===== config.mk =====
export PLATFORM = sky130hd
export DESIGN_NAME = fahq_ctrl
export DESIGN_NICKNAME = d
export VERILOG_FILES = /design/src/hdl/fahq_pkg.sv /design/src/hdl/fahq_ctrl.sv
export VERILOG_INCLUDE_DIRS = /design/src /design/src/hdl
export SDC_FILE = /design/constraint.sdc
export NUM_CORES = 1
export LEC_CHECK = 0
export ABC_AREA = 0
export BUFFER_PORTS_ARGS = -buffer_cell sky130_fd_sc_hd__buf_4
export CAP_MARGIN = 20
export CORE_MARGIN = 5
export CORE_UTILIZATION = 51
export DETAILED_ROUTE_END_ITERATION = 8
export PLACE_DENSITY = 0.9
export SYNTH_ARGS = -nofsm -noshare
export SYNTH_HDL_FRONTEND = slang
export SYNTH_SLANG_ARGS = --single-unit

===== constraint.sdc =====
create_clock -name i_clk -period 2.7 [get_ports i_clk]
set_clock_uncertainty 0.15 [all_clocks]
set_input_delay 0.27 -clock i_clk [delete_from_list [all_inputs] [get_ports i_clk]]
set_output_delay 0.27 -clock i_clk [all_outputs]
set_load 0.03 [all_outputs]

===== src/hdl/assert_macros.svh =====
// Assertion macros for the heap queue RTL
`ifndef ASSERT_MACROS_SVH
`define ASSERT_MACROS_SVH
`ifndef SYNTHESIS
`define ASSERT_IMPL(label, clk, rst_n, ante, cons, msg) \
    label: assert property (@(posedge clk) disable iff (!rst_n) (ante) |-> (cons)) \
        else $error(msg);
`define ASSERT_NEXT(label, clk, rst_n, ante, cons, msg) \
    label: assert property (@(posedge clk) disable iff (!rst_n) (ante) |=> (cons)) \
        else $error(msg);
`else
`define ASSERT_IMPL(label, clk, rst_n, ante, cons, msg)
`define ASSERT_NEXT(label, clk, rst_n, ante, cons, msg)
`endif
`endif


===== src/hdl/fahq_pkg.sv =====
// Package: constants, types and key compare for the 4-ary heap queue
`default_nettype none
package fahq_pkg;
    localparam int CAPACITY   = 1024;
    localparam int ARITY_LOG  = 2;
    localparam int ARITY      = 1 << ARITY_LOG;
    localparam int DIST_BITS  = 32;
    localparam int NODE_BITS  = 10;
    localparam int NODE_SPACE = 1 << NODE_BITS;
    localparam int HOP_BITS   = 16;
    localparam int SLOT_BITS  = $clog2(CAPACITY);
    localparam int CNT_BITS   = SLOT_BITS + 1;
    localparam int KID_BITS   = (ARITY_LOG > 0) ? ARITY_LOG : 1;

    localparam logic [1:0] OP_CLEAR   = 2'd0;
    localparam logic [1:0] OP_INSERT  = 2'd1;
    localparam logic [1:0] OP_EXTRACT = 2'd2;

    typedef struct packed {
        logic [NODE_BITS-1:0] node;
        logic [DIST_BITS-1:0] distance;
        logic [HOP_BITS-1:0]  hops;
    } t_entry;

    // Controller commands to the datapath
    typedef struct packed {
        logic latch_in;     // capture input item, clear results
        logic clear_map;    // bump map epoch (clear)
        logic sweep;        // write one map entry as not in heap, step sweep address
        logic set_count1;
        logic inc_count;
        logic dec_count;
        logic rd_map;       // read position map at item node
        logic up_init_pos;  // pos <= map slot (decrease) or count (append)
        logic rd_parent;    // heap read at parent(pos)
        logic up_move;      // parent -> pos, pos <= parent
        logic place_e;      // e -> pos
        logic rd_root;      // heap read at 0
        logic take_root;    // record extracted entry, invalidate its map
        logic rd_last;      // heap read at count (after decrement)
        logic load_last;    // e <= read data, pos <= 0
        logic rd_child;     // heap read at child kid of pos
        logic kid_first;    // best <= read data (first child)
        logic kid_cmp;      // best <= read data if smaller
        logic down_move;    // best -> pos, pos <= best slot
        logic set_empty;
        logic done;         // pulse result
    } t_cmd;

    typedef struct packed {
        logic [1:0] op;
        logic       present;     // node in map and slot below count
        logic       full;
        logic       empty;
        logic       at_root;
        logic       parent_gt;   // item key < parent key
        logic       has_kids;    // first child below count
        logic       kid_more;    // child kid below count and not past the last one
        logic       best_lt;     // best child < e
        logic       count_one;   // count is 1 (before dec)
        logic       epoch_last;  // next clear wraps the epoch
        logic       sweep_last;  // sweep address at the last map entry
    } t_stat;

    function automatic logic key_less(input t_entry a, input t_entry b);
        return (a.distance < b.distance)
               || ((a.distance == b.distance) && (a.hops < b.hops));
    endfunction
endpackage
`default_nettype wire


===== src/hdl/fahq_ctrl.sv =====
// Controller: sequences clear, sift-up and extract/sift-down
`default_nettype none
`include "assert_macros.svh"
module fahq_ctrl (
    input  wire logic                          i_clk,
    input  wire logic                          i_rst_n,
    input  wire logic                          start,
    output logic                               busy,
    output logic                               o_done,
    input  wire fahq_pkg::t_stat               i_stat,
    output fahq_pkg::t_cmd                     o_cmd,
    output logic [fahq_pkg::KID_BITS-1:0]      o_kid
);
    import fahq_pkg::*;

    localparam logic [4:0] S_IDLE  = 5'd0;
    localparam logic [4:0] S_DEC   = 5'd1;
    localparam logic [4:0] S_MAPW  = 5'd2;
    localparam logic [4:0] S_INS   = 5'd3;
    localparam logic [4:0] S_UPRD  = 5'd4;
    localparam logic [4:0] S_UPCMP = 5'd5;
    localparam logic [4:0] S_PLACE = 5'd6;
    localparam logic [4:0] S_ROOTW = 5'd7;
    localparam logic [4:0] S_ROOT  = 5'd8;
    localparam logic [4:0] S_LASTW = 5'd9;
    localparam logic [4:0] S_LAST  = 5'd10;
    localparam logic [4:0] S_KRD   = 5'd11;
    localparam logic [4:0] S_KCMP  = 5'd12;
    localparam logic [4:0] S_DONE  = 5'd13;
    localparam logic [4:0] S_KEND  = 5'd14;
    localparam logic [4:0] S_INIT  = 5'd15;
    localparam logic [4:0] S_SWEEP = 5'd16;

    logic [4:0]          r_state, n_state;
    logic [KID_BITS-1:0] r_kid, n_kid;
    logic                r_first, n_first;
    logic [2:0]          w_heap_wr;

    assign busy  = (r_state != S_IDLE);
    assign o_kid = r_kid;
    assign w_heap_wr = {o_cmd.up_move, o_cmd.place_e, o_cmd.down_move};

    always_comb begin
        n_state = r_state;
        n_kid   = r_kid;
        n_first = r_first;
        o_cmd   = '0;
        o_done  = 1'b0;
        unique case (r_state)
            // map sweep after reset
            S_INIT: begin
                o_cmd.sweep = 1'b1;
                if (i_stat.sweep_last) n_state = S_IDLE;
            end
            S_IDLE: begin
                if (start) begin
                    o_cmd.latch_in = 1'b1;
                    n_state = S_DEC;
                end
            end
            S_DEC: begin
                unique case (i_stat.op)
                    OP_CLEAR: begin
                        o_cmd.clear_map = 1'b1;
                        o_cmd.set_count1 = 1'b1;
                        n_state = i_stat.epoch_last ? S_SWEEP : S_PLACE;
                    end
                    OP_INSERT: begin
                        o_cmd.rd_map = 1'b1;
                        n_state = S_MAPW;
                    end
                    OP_EXTRACT: begin
                        if (i_stat.empty) begin
                            o_cmd.set_empty = 1'b1;
                            n_state = S_DONE;
                        end else begin
                            n_state = S_ROOTW;
                        end
                    end
                    default: n_state = S_DONE;
                endcase
            end
            // epoch wrapped: old tags would match again, so clear the whole map
            S_SWEEP: begin
                o_cmd.sweep = 1'b1;
                if (i_stat.sweep_last) n_state = S_PLACE;
            end
            // map read data valid now
            S_MAPW: begin
                if (i_stat.present) begin
                    o_cmd.up_init_pos = 1'b1;
                    n_state = S_INS;
                end else if (!i_stat.full) begin
                    o_cmd.up_init_pos = 1'b1;
                    o_cmd.inc_count = 1'b1;
                    n_state = S_INS;
                end else begin
                    n_state = S_DONE;
                end
            end
            S_INS: begin
                if (i_stat.at_root) n_state = S_PLACE;
                else begin
                    o_cmd.rd_parent = 1'b1;
                    n_state = S_UPCMP;
                end
            end
            S_UPCMP: begin
                if (i_stat.parent_gt) begin
                    o_cmd.up_move = 1'b1;
                    n_state = S_UPRD;
                end else n_state = S_PLACE;
            end
            S_UPRD: n_state = S_INS;
            S_PLACE: begin
                o_cmd.place_e = 1'b1;
                n_state = S_DONE;
            end
            S_ROOTW: begin
                n_state = S_ROOT;
            end
            S_ROOT: begin
                o_cmd.take_root = 1'b1;
                o_cmd.dec_count = 1'b1;
                n_state = i_stat.count_one ? S_DONE : S_LASTW;
            end
            S_LASTW: begin
                o_cmd.rd_last = 1'b1;
                n_state = S_LAST;
            end
            S_LAST: begin
                o_cmd.load_last = 1'b1;
                n_state = S_KRD;
            end
            // r_kid is zero here: read the first child
            S_KRD: begin
                if (!i_stat.has_kids) n_state = S_PLACE;
                else begin
                    o_cmd.rd_child = 1'b1;
                    n_kid   = r_kid + KID_BITS'(1);
                    n_first = 1'b1;
                    n_state = S_KCMP;
                end
            end
            // data for the previous child arrives; read child r_kid if there is one
            S_KCMP: begin
                o_cmd.kid_first = r_first;
                o_cmd.kid_cmp   = !r_first;
                n_first = 1'b0;
                if (i_stat.kid_more) begin
                    n_kid = r_kid + KID_BITS'(1);
                    o_cmd.rd_child = 1'b1;
                end else begin
                    n_kid   = '0;
                    n_state = S_KEND;
                end
            end
            S_KEND: begin
                if (i_stat.best_lt) begin
                    o_cmd.down_move = 1'b1;
                    n_state = S_KRD;
                end else n_state = S_PLACE;
            end
            S_DONE: begin
                o_cmd.done = 1'b1;
                o_done = 1'b1;
                n_state = S_IDLE;
            end
            default: n_state = S_IDLE;
        endcase
    end

    always_ff @(posedge i_clk) begin
        if (!i_rst_n) begin
            r_state <= S_INIT;
            r_kid   <= '0;
            r_first <= 1'b0;
        end else begin
            r_state <= n_state;
            r_kid   <= n_kid;
            r_first <= n_first;
        end
    end

    `ASSERT_NEXT(a_done_to_idle, i_clk, i_rst_n, o_done, !busy, "done not followed by idle")
    `ASSERT_IMPL(a_start_idle, i_clk, i_rst_n, o_cmd.latch_in, !busy, "latch while busy")
    `ASSERT_IMPL(a_one_write, i_clk, i_rst_n, 1'b1, $onehot0(w_heap_wr), "two heap writes")
endmodule
`default_nettype wire


==> impl_results.md, run 1 <==
* Yosys top cell area share at 16.8%
* CTS Buf Count at 3
* Count leader, synth: nor2_1
* Fmax at 402 MHz
* Hold Path Origin: i_stat[4]
* DR vias/cell at 6.16
* Worst stage delay on the critical path at 0.83 ns
* First-pass GRT wire length at 4710 um
* DRT Pass-1 Iters at 4
* Setup CP Type: flop to output pin
* Outcome: completed
* Hold-fix buffers, CTS at 0
* WL/cell at 16.5 um
* Cell total after placement at 181
* Setup tns final at 0 ns
* Logic pwr share at 66.1%
* Die Width at 53.2 um
* Synthesized instance count at 128
* Non-Filler Instances at 184
* Post-Syn Area at 951 um^2
* Final HPWL DP at 2330 um
* Largest net degree at the start of global routing at 23
* Least-Margin Pin Slew at 0.790 ns
* Ys async rst share at 0%
* Standard-cell rows at 15
* Ports at 41
* H-tree levels at 1
* Die area at 2830 um^2
* DRC at 0
* Power share of the sequential group at 26.5%
* Area occupied by multi-input gates at 677 um^2
* Relative slew slack at 47.3%
* Yosys warns at 0
* Pint at 557 uW
* RSZ-0062 raised after global routing: no
* Root Buffer: clkbuf_4
* Top post-synthesis cells by count: 15 x nor2_1, 11 x a21oi_1, 11 x nor3_1
* Total power at 1.22 mW
* Worst-skew pair later-pin latency at 0.26 ns
* Core Area at 1750 um^2
* Critical Path Start: r_state[1]$_SDFFE_PN1P_
* Die H at 53.2 um
* Post CTS Setup Buffer Count at 0
* Worst R2R Start: r_state[1]$_SDFFE_PN1P_
* WP buf/inv at 1
* Sw Pwr at 663 uW
* Startpoint class of the critical path: flop
* Resized cells post-CTS at 0
* Cell family with most CP delay: flip-flops
* Syn_nets at 144
* Clock power share at 7.4%
* PwrDens at 999 nW/um^2
* Antenna Diode Count at 0
* CTS tree: done
* FF+latch area at 160 um^2
* Max Cap Viol at 0
* Worst path slowest cell: dfxtp_1
* Vias in the first global route at 1008
* Clock transition at the registers of the reported paths at 0.05 ns
* Synth Register Bits at 8
* CTS sink count at 8
* FILL cells at 150
* Crit path arrival time at 2.07 ns
* Drt total wl at 3030 um
* Cell taking the most area after synthesis: dfxtp_1
* Worst Hold Class: input port to flop
* Post-layout nets at 177
* Tmin final at 2.49 ns
* Sw frac at 54.3%
* Period utilisation layout at 92.1%
* Area Overhead vs Synth at 28.4%
* Leakage power at 0.548 nW
* CTS Buffer Depth at 2
* GRT Util Overall at 22.5%
* Post-Syn Area per Cell at 7.43 um^2
* Share of layout cells above drive strength 1 at 35.8%
* Grt ovf at 0
* Ranking of synthesized cells by area: dfxtp_1 17%, nor2_1 5.9%, a21oi_1 5.8%
* Final RePlAce weighted congestion at 0.953
* Final ANT Viol Nets at 0
* Maximum vdd ir drop at 0.000629 V
* Crit path max fanout at 22
* EDFF count, synth at 0
* Worst Setup End Kind: output pin
* Initial Util at 54.5%
* Synth cell types at 53
* Antenna violations before repair at 0
* Register area share after synthesis at 16.8%
* Iter 0 DRT Violations at 57
* Worst path cell trace: or3b_4 > nor2_2 > a22o_4 > buf_4
* Most used flip-flop cell after synthesis: dfxtp_1
* Slew Viols, Final at 0
* Fin. Hold Viols at 0
* Via count at 1133
* CP Data Required Time at 2.28 ns
* PortBufs at 39
* Core Util, Final at 70.0%
* Final setup fails at 0
-- layer usage --
metal  track usage [%]  up-vias  part of all wire (%)
met4              4.68        0                  0.56
met1              27.4      510                    40
met3              3.94        4                   9.5
li1                  -      541                     -
met2              40.7       78                    50
met5                 0        -                     0
-- area by class of cell --
class / instances / share of cell area, %
clock buffers: 3 / 1.84
inverters: 8 / 2.46
multi-input cells: 100 / 55.4
flip-flops and latches: 8 / 13.1
well taps: 25 / 2.56
repair buffers: 40 / 24.6
-- per-stage QoR --
step                      area, um^2  hold slack (ns)  worst slack (ns)
after global routing            1220            0.158             0.130
final                           1220            0.145             0.213
after detailed placement        1200            0.371             0.540
after CTS                       1220            0.141             0.264
after global placement          1200            0.360             0.603
after floorplan                  951            0.261             0.461
-- power by group through the flow --
stage / Combinational, mW / Clock (mW) / Sequential [mW]
floorplan: 0.744 / 0 / 0.196
global placement: 0.764 / 0 / 0.308
detailed placement: 0.791 / 0 / 0.315
CTS: 0.799 / 0.0928 / 0.313
global route: 0.867 / 0.102 / 0.335
finish: 0.806 / 0.0903 / 0.324
-- state kept, by name, summed over array words and instances, names as in the netlist --
name     count
r_first      1
r_state      5
o_kid        2
-- cells by family (layout without fill, tap and decap cells) --
logic type | after synthesis | in the layout | synth area share, %
and+or+nand+nor | 58 | 58 | 37.4
AOI/OAI and AO/OA | 39 | 39 | 31.3
xor gates and xnor gates | 1 | 1 | 0.921
buffers and inverters | 20 | 51 | 12.0
muxes | 1 | 1 | 1.18
DFF | 8 | 8 | 16.8
other | 1 | 1 | 0.394
-- tightest hold or removal path: cells and delay by family --
family | cells | cell delay, ns
buf+inv | 1 | 0.11
compound gates | 2 | 0.13
-- worst paths after layout --
kind | depth (start not counted) | slack [ns] | end
setup / recovery | 4 | 0.21 | o_cmd[5]
hold / removal | 3 | 0.14 | r_state[2]$_SDFFE_PN1P_
setup reg to reg | 5 | 0.51 | o_kid[1]$_SDFFE_PN0P_
hold reg to reg | 2 | 0.39 | r_first$_SDFFE_PN0P_
-- placed cells by master (no fill, tap or decap), types with 2 or more instances in the layout --
cell,count
dfxtp_1,8
clkbuf_4,3
buf_4,40
nor3_2,2
o21a_1,2
a211o_1,2
nor2_1,15
a21oi_2,2
nand2_1,3
o21ai_1,2
nor2b_1,2
o31ai_1,2
a21oi_1,11
nor4_1,4
o211ai_1,3
inv_1,8
nand2b_1,4
o21bai_1,2
nand3_1,2
nor3_1,11
(Power assumes the default switching activity.)
==> inputs of run 2 (changes only) <==
PLACE_DENSITY = 0.85   (was 0.9)
==> run 2 against run 1 <==
Against the previous run:
- power shrank 1.8%
- register-to-register slack lost 0.05 ns
- clock power grew 0.4%
- wire length shrank 9.0%
==> impl_results.md, run 2 (same netlist as run 1, synthesis figures left out) <==
* Max FFs per register at 5 (unchanged)
* WL/cell at 15.1 um (-8.5%)
* Post-route worst setup slack at 0.223 ns (+0.0103 ns)
* RSZ-0062 raised after global routing: no
* Worst-skew pair later-pin latency at 0.25 ns (about the same)
* PortBufs at 39 (unchanged)
* Setup tns final at 0 ns (unchanged)
* Leakage power at 0.543 nW (-0.87%)
* Final HPWL DP at 2160 um (-7.5%)
* Commonest non-fill, non-tap cell in the layout: buf_4
* Period utilisation layout at 91.7% (-0.38 points)
* DRT Pass-1 Iters at 4 (unchanged)
* GRT Util Overall at 20.7% (-1.8 points)
* Final ANT Viol Nets at 0 (unchanged)
* Relative slew slack at 48.6% (+1.3 points)
* Worst Hold Margin at 0.166 ns (+0.0212 ns)
* Root Buffer: clkbuf_4
* H-tree levels at 1 (unchanged)
* Fin. Hold Viols at 0 (unchanged)
* Share of layout cells above drive strength 1 at 35.4% (-0.41 points)
* Via count at 1090 (-3.8%)
* Worst Hold Class: input port to flop
* Grt ovf at 0 (unchanged)
* Top reg by flops: r_state
* Final setup fails at 0 (unchanged)
* RR Endpoint: r_state[1]$_SDFFE_PN1P_
* Hold Path Stages at 3 (unchanged)
* Max Cap Viol at 0 (unchanged)
* DR vias/cell at 5.96 (-3.3%)
* Startpoint class of the critical path: flop
* Die area at 2830 um^2 (unchanged)
* Resized cells post-CTS at 0 (unchanged)
* Core Area at 1750 um^2 (unchanged)
* CTS Buf Count at 3 (unchanged)
* Ports at 41 (unchanged)
* Drt total wl at 2760 um (-9.0%)
* Clock transition at the registers of the reported paths at 0.06 ns (about the same)
* Crit path max fanout at 22 (unchanged)
* Hold Path Origin: i_stat[4]
* Fmax at 404 MHz (+0.42%)
* Worst hold endpoint: r_state[2]$_SDFFE_PN1P_
* Post CTS Setup Buffer Count at 0 (unchanged)
* FILL cells at 152 (+1.3%)
* Standard-cell rows at 15 (unchanged)
* Outcome: completed
* DRC at 0 (unchanged)
* Post-layout nets at 176 (-0.56%)
* Die Width at 53.2 um (unchanged)
* Die H at 53.2 um (unchanged)
* Hold-fix buffers, CTS at 0 (unchanged)
* Vias in the first global route at 999 (-0.89%)
* CTS sink count at 8 (unchanged)
* Worst R2R Start: r_state[1]$_SDFFE_PN1P_
* Slew Viols, Final at 0 (unchanged)
* Final RePlAce weighted congestion at 0.933 (-2.1%)
* Least-Margin Pin Slew at 0.770 ns (-0.0196 ns)
* PwrDens at 987 nW/um^2 (-1.2%)
* Worst Setup End Kind: output pin
* Antenna violations before repair at 0 (unchanged)
* Antenna Diode Count at 0 (unchanged)
* First-pass GRT wire length at 4350 um (-7.6%)
* Crit path arrival time at 2.06 ns (about the same)
* Initial Util at 54.5% (unchanged)
* CTS Buffer Depth at 2 (unchanged)
* Area Overhead vs Synth at 27.6%
* DP Worst Slack at 0.532 ns (-0.00782 ns)
* Setup slack, reg-to-reg at 0.46 ns (-0.05 ns)
* Iter 0 DRT Violations at 30 (-47%)
* Maximum vdd ir drop at 0.000587 V (-6.7%)
* Largest net degree at the start of global routing at 23 (unchanged)
* Commonest non-fill, non-tap cells in the layout: 39 x buf_4, 15 x nor2_1, 11 x nor3_1, 11 x a21oi_1
* Tmin final at 2.48 ns (-0.0103 ns)
* CP Data Required Time at 2.28 ns (about the same)
* Setup CP Type: flop to output pin
* Reg2reg path depth at 4 (-1)
* CTS tree: done
-- run 2: changes by cell type in the layout (fill, tap and decap cells not counted), sizes merged --
cell  delta
buf      -1
-- run 2: stage by stage --
stage	power, mW	instance area, um^2	instances	utilization, %
detailed placement	1.09	1190	180	68.2
floorplan	0.940	951	128	-
global placement	1.07	1190	180	68.2
finish	1.20	1210	183	69.5
CTS	1.19	1210	183	69.5
global route	1.30	1210	183	69.5
-- run 2: report_power, final --
| group | switching, mW | internal (mW) | total [mW] |
|---|---|---|---|
| Sequential | 0.166 | 0.156 | 0.322 |
| Clock | 0.0399 | 0.0508 | 0.0907 |
| Combinational | 0.439 | 0.346 | 0.785 |
| Total | 0.645 | 0.553 | 1.20 |
-- run 2: how the worst max path moves through the flow --
| stage | to | startpoint |
|---|---|---|
| floorplan | o_cmd[19] | r_state[2]$_SDFFE_PN1P_ |
| CTS | o_cmd[5] | r_state[1]$_SDFFE_PN1P_ |
| finish | o_cmd[5] | r_state[1]$_SDFFE_PN1P_ |
| detailed placement | r_state[1]$_SDFFE_PN1P_ | r_state[1]$_SDFFE_PN1P_ |
| global placement | r_state[1]$_SDFFE_PN1P_ | r_state[1]$_SDFFE_PN1P_ |
| global route | o_cmd[5] | r_state[2]$_SDFFE_PN1P_ |
-- run 2: layout make-up --
cell class	count	area, um^2	share of cell area [%]
multi-input combinational	100	677	55.8
clock buffer	3	22.5	1.86
sequential	8	160	13.2
tap	25	31.3	2.58
inverter	8	30.0	2.47
timing repair buffer	39	293	24.1
-- run 2: layer usage --
layer / part of all wire [%] / routed length, um / vias up / track usage, %
met5: 0 / 0 / - / 0
met3: 8.0 / 221 / 6 / 3.66
met1: 41 / 1130 / 499 / 23.9
met4: 0.98 / 27 / 0 / 9.79
li1: - / - / 539 / -
met2: 50 / 1370 / 46 / 36.6
-- run 2: worst max-delay path, cell delays in order (launching register included) --
cell and delay, ns:
dfxtp_1 0.82, or3b_4 0.49, nor2_2 0.18, a22o_4 0.15
buf_4 0.15
==> inputs of run 3 (changes only) <==
CORE_UTILIZATION = 50   (was 51)
PLACE_DENSITY = 0.83   (was 0.85)
SLEW_MARGIN = 20   (was not set)
==> run 3 against run 2 <==
Against the previous run:
- sequential power is 2% lower
- count of clock-buffer cells in the layout is the same
- largest cell class unchanged
- hold slack worse by 0.022 ns
- global-route usage grew 0.35 points
- die area increased by 1.6%
- via count rose by 0.92%
- first-iteration DRC count up 53%
- power about the same
- wire length is 3.2% higher
==> impl_results.md, run 3 (same netlist as run 1, synthesis figures left out) <==
* Share of layout cells above drive strength 1 at 35.4% (unchanged)
* Iter 0 DRT Violations at 46 (+53%)
* Max FFs per register at 5 (unchanged)
* Drt total wl at 2840 um (+3.2%)
* Post-route worst setup slack at 0.271 ns (+0.0478 ns)
* GRT Util Overall at 21.1% (+0.35 points)
* Worst Hold Class: input port to flop
* Hold Path Stages at 3 (unchanged)
* FILL cells at 184 (+21%)
* Tmin final at 2.43 ns (-0.0478 ns)
* Top reg by flops: r_state
* Vias in the first global route at 1022 (+2.3%)
* First-pass GRT wire length at 4490 um (+3.3%)
* Post CTS Setup Buffer Count at 0 (unchanged)
* Maximum vdd ir drop at 0.000798 V (+36%)
* Worst path cell trace: or3b_4 > nor2_2 > a22o_4 > buf_4
* Setup tns final at 0 ns (unchanged)
* Setup CP Type: flop to output pin
* Commonest non-fill, non-tap cells in the layout: 39 x buf_4, 15 x nor2_1, 11 x nor3_1, 11 x a21oi_1
* CTS tree: done
* DP Worst Slack at 0.560 ns (+0.0276 ns)
* Core Area at 1760 um^2 (+1.1%)
* WP buf/inv at 1 (unchanged)
* Grt ovf at 0 (unchanged)
* CTS Buffer Depth at 2 (unchanged)
* Worst path slowest cell: dfxtp_1
* DR vias/cell at 6.01 (+0.92%)
* Worst R2R Start: r_state[0]$_SDFFE_PN1P_
* Initial Util at 53.9% (-0.58 points)
* Die H at 53.6 um (+0.81%)
* Worst-skew pair later-pin latency at 0.25 ns (about the same)
* Leakage power at 0.543 nW (unchanged)
* H-tree levels at 1 (unchanged)
* Die Width at 53.6 um (+0.81%)
* Slew Viols, Final at 0 (unchanged)
* Worst hold endpoint: r_state[4]$_SDFFE_PN0P_
* Final HPWL DP at 2260 um (+4.6%)
* Cell family with most CP delay: flip-flops
* WL/cell at 15.5 um (+3.2%)
* DRT Pass-1 Iters at 4 (unchanged)
* Commonest non-fill, non-tap cell in the layout: buf_4
* Core Util, Final at 68.8% (-0.74 points)
* Final ANT Viol Nets at 0 (unchanged)
* Fin. Hold Viols at 0 (unchanged)
* Crit path arrival time at 2.01 ns (-0.05 ns)
* PwrDens at 987 nW/um^2 (about the same)
* Worst Setup End Kind: output pin
* Fmax at 412 MHz (+2.0%)
* Reg2reg path depth at 4 (unchanged)
* Standard-cell rows at 15 (unchanged)
* CTS Buf Count at 3 (unchanged)
* Relative slew slack at 53.0% (+4.4 points)
* Least-Margin Pin Slew at 0.699 ns (-0.0713 ns)
* Root Buffer: clkbuf_4
* Period utilisation layout at 90.0% (-1.8 points)
* Hold-fix buffers, CTS at 0 (unchanged)
* DRC at 0 (unchanged)
* RR Endpoint: r_state[1]$_SDFFE_PN1P_
* Clock transition at the registers of the reported paths at 0.05 ns (about the same)
* Post-layout nets at 176 (unchanged)
* Total power at 1.20 mW (about the same)
* Area Overhead vs Synth at 27.6% (unchanged)
* CTS sink count at 8 (unchanged)
* Resized cells post-CTS at 0 (unchanged)
* Startpoint class of the critical path: flop
* PortBufs at 39 (unchanged)
* CP Data Required Time at 2.28 ns (about the same)
* Max Cap Viol at 0 (unchanged)
* Crit path max fanout at 22 (unchanged)
* RSZ-0062 raised after global routing: no
* Largest net degree at the start of global routing at 23 (unchanged)
* Antenna violations before repair at 0 (unchanged)
* Antenna Diode Count at 0 (unchanged)
* Setup slack, reg-to-reg at 0.50 ns (+0.04 ns)
* Die area at 2870 um^2 (+1.6%)
* Worst path depth at 4 (unchanged)
* Ports at 41 (unchanged)
* Final RePlAce weighted congestion at 0.798 (-15%)
* Final setup fails at 0 (unchanged)
* Outcome: completed
* Via count at 1100 (+0.92%)
* Worst stage delay on the critical path at 0.77 ns (-0.05 ns)
* Hold Path Origin: i_stat[1]
==> run 3: cell counts in the layout (fill, tap and decap cells not counted) <==
No cell type changed its count.
==> run 3: how the worst max path moves through the flow <==
stage,startpoint,endpoint
final,r_state[1]$_SDFFE_PN1P_,o_cmd[5]
after global routing,r_state[1]$_SDFFE_PN1P_,o_cmd[5]
after CTS,r_state[1]$_SDFFE_PN1P_,o_cmd[5]
after detailed placement,r_state[1]$_SDFFE_PN1P_,o_cmd[5]
after global placement,r_state[1]$_SDFFE_PN1P_,o_cmd[5]
after floorplan,r_state[2]$_SDFFE_PN1P_,o_cmd[19]
==> run 3: worst reg2reg max path: stages (launching register included) <==
cell     delay, ns
dfxtp_1       0.71
nand2_1       0.33
o31ai_1       0.66
nor2_1        0.15
a21oi_2       0.15
==> run 3: cell type report <==
cell class / instances / area (um^2) / share of cell area [%]
Multi-Input combinational cell: 100 / 677 / 55.8
Timing Repair Buffer: 39 / 293 / 24.1
Sequential cell: 8 / 160 / 13.2
Tap cell: 25 / 31.3 / 2.58
Inverter: 8 / 30.0 / 2.47
Clock buffer: 3 / 22.5 / 1.86
==> run 3: routing by layer <==
layer | global-route usage, % | share of wire, % | vias to the layer above
li1 | - | - | 527
met1 | 26.6 | 39 | 505
met2 | 35.5 | 50 | 58
met3 | 1.94 | 8.0 | 10
met4 | 10.6 | 2.4 | 0
met5 | 0 | 0 | -
==> run 3: report_power, final <==
| group | total (mW) | internal (mW) | switching [mW] |
|---|---|---|---|
| combinational | 0.794 | 0.347 | 0.447 |
| clock | 0.0884 | 0.0507 | 0.0377 |
| sequential | 0.315 | 0.156 | 0.159 |
==> run 3: through the flow <==
stage	area [um^2]	std cells	hold WS [ns]
2_1_floorplan	951	128	0.261
4_1_cts	1210	183	0.138
3_5_place_dp	1190	180	0.375
5_1_grt	1210	183	0.201
6_report	1210	183	0.144
3_3_place_gp	1190	180	0.369
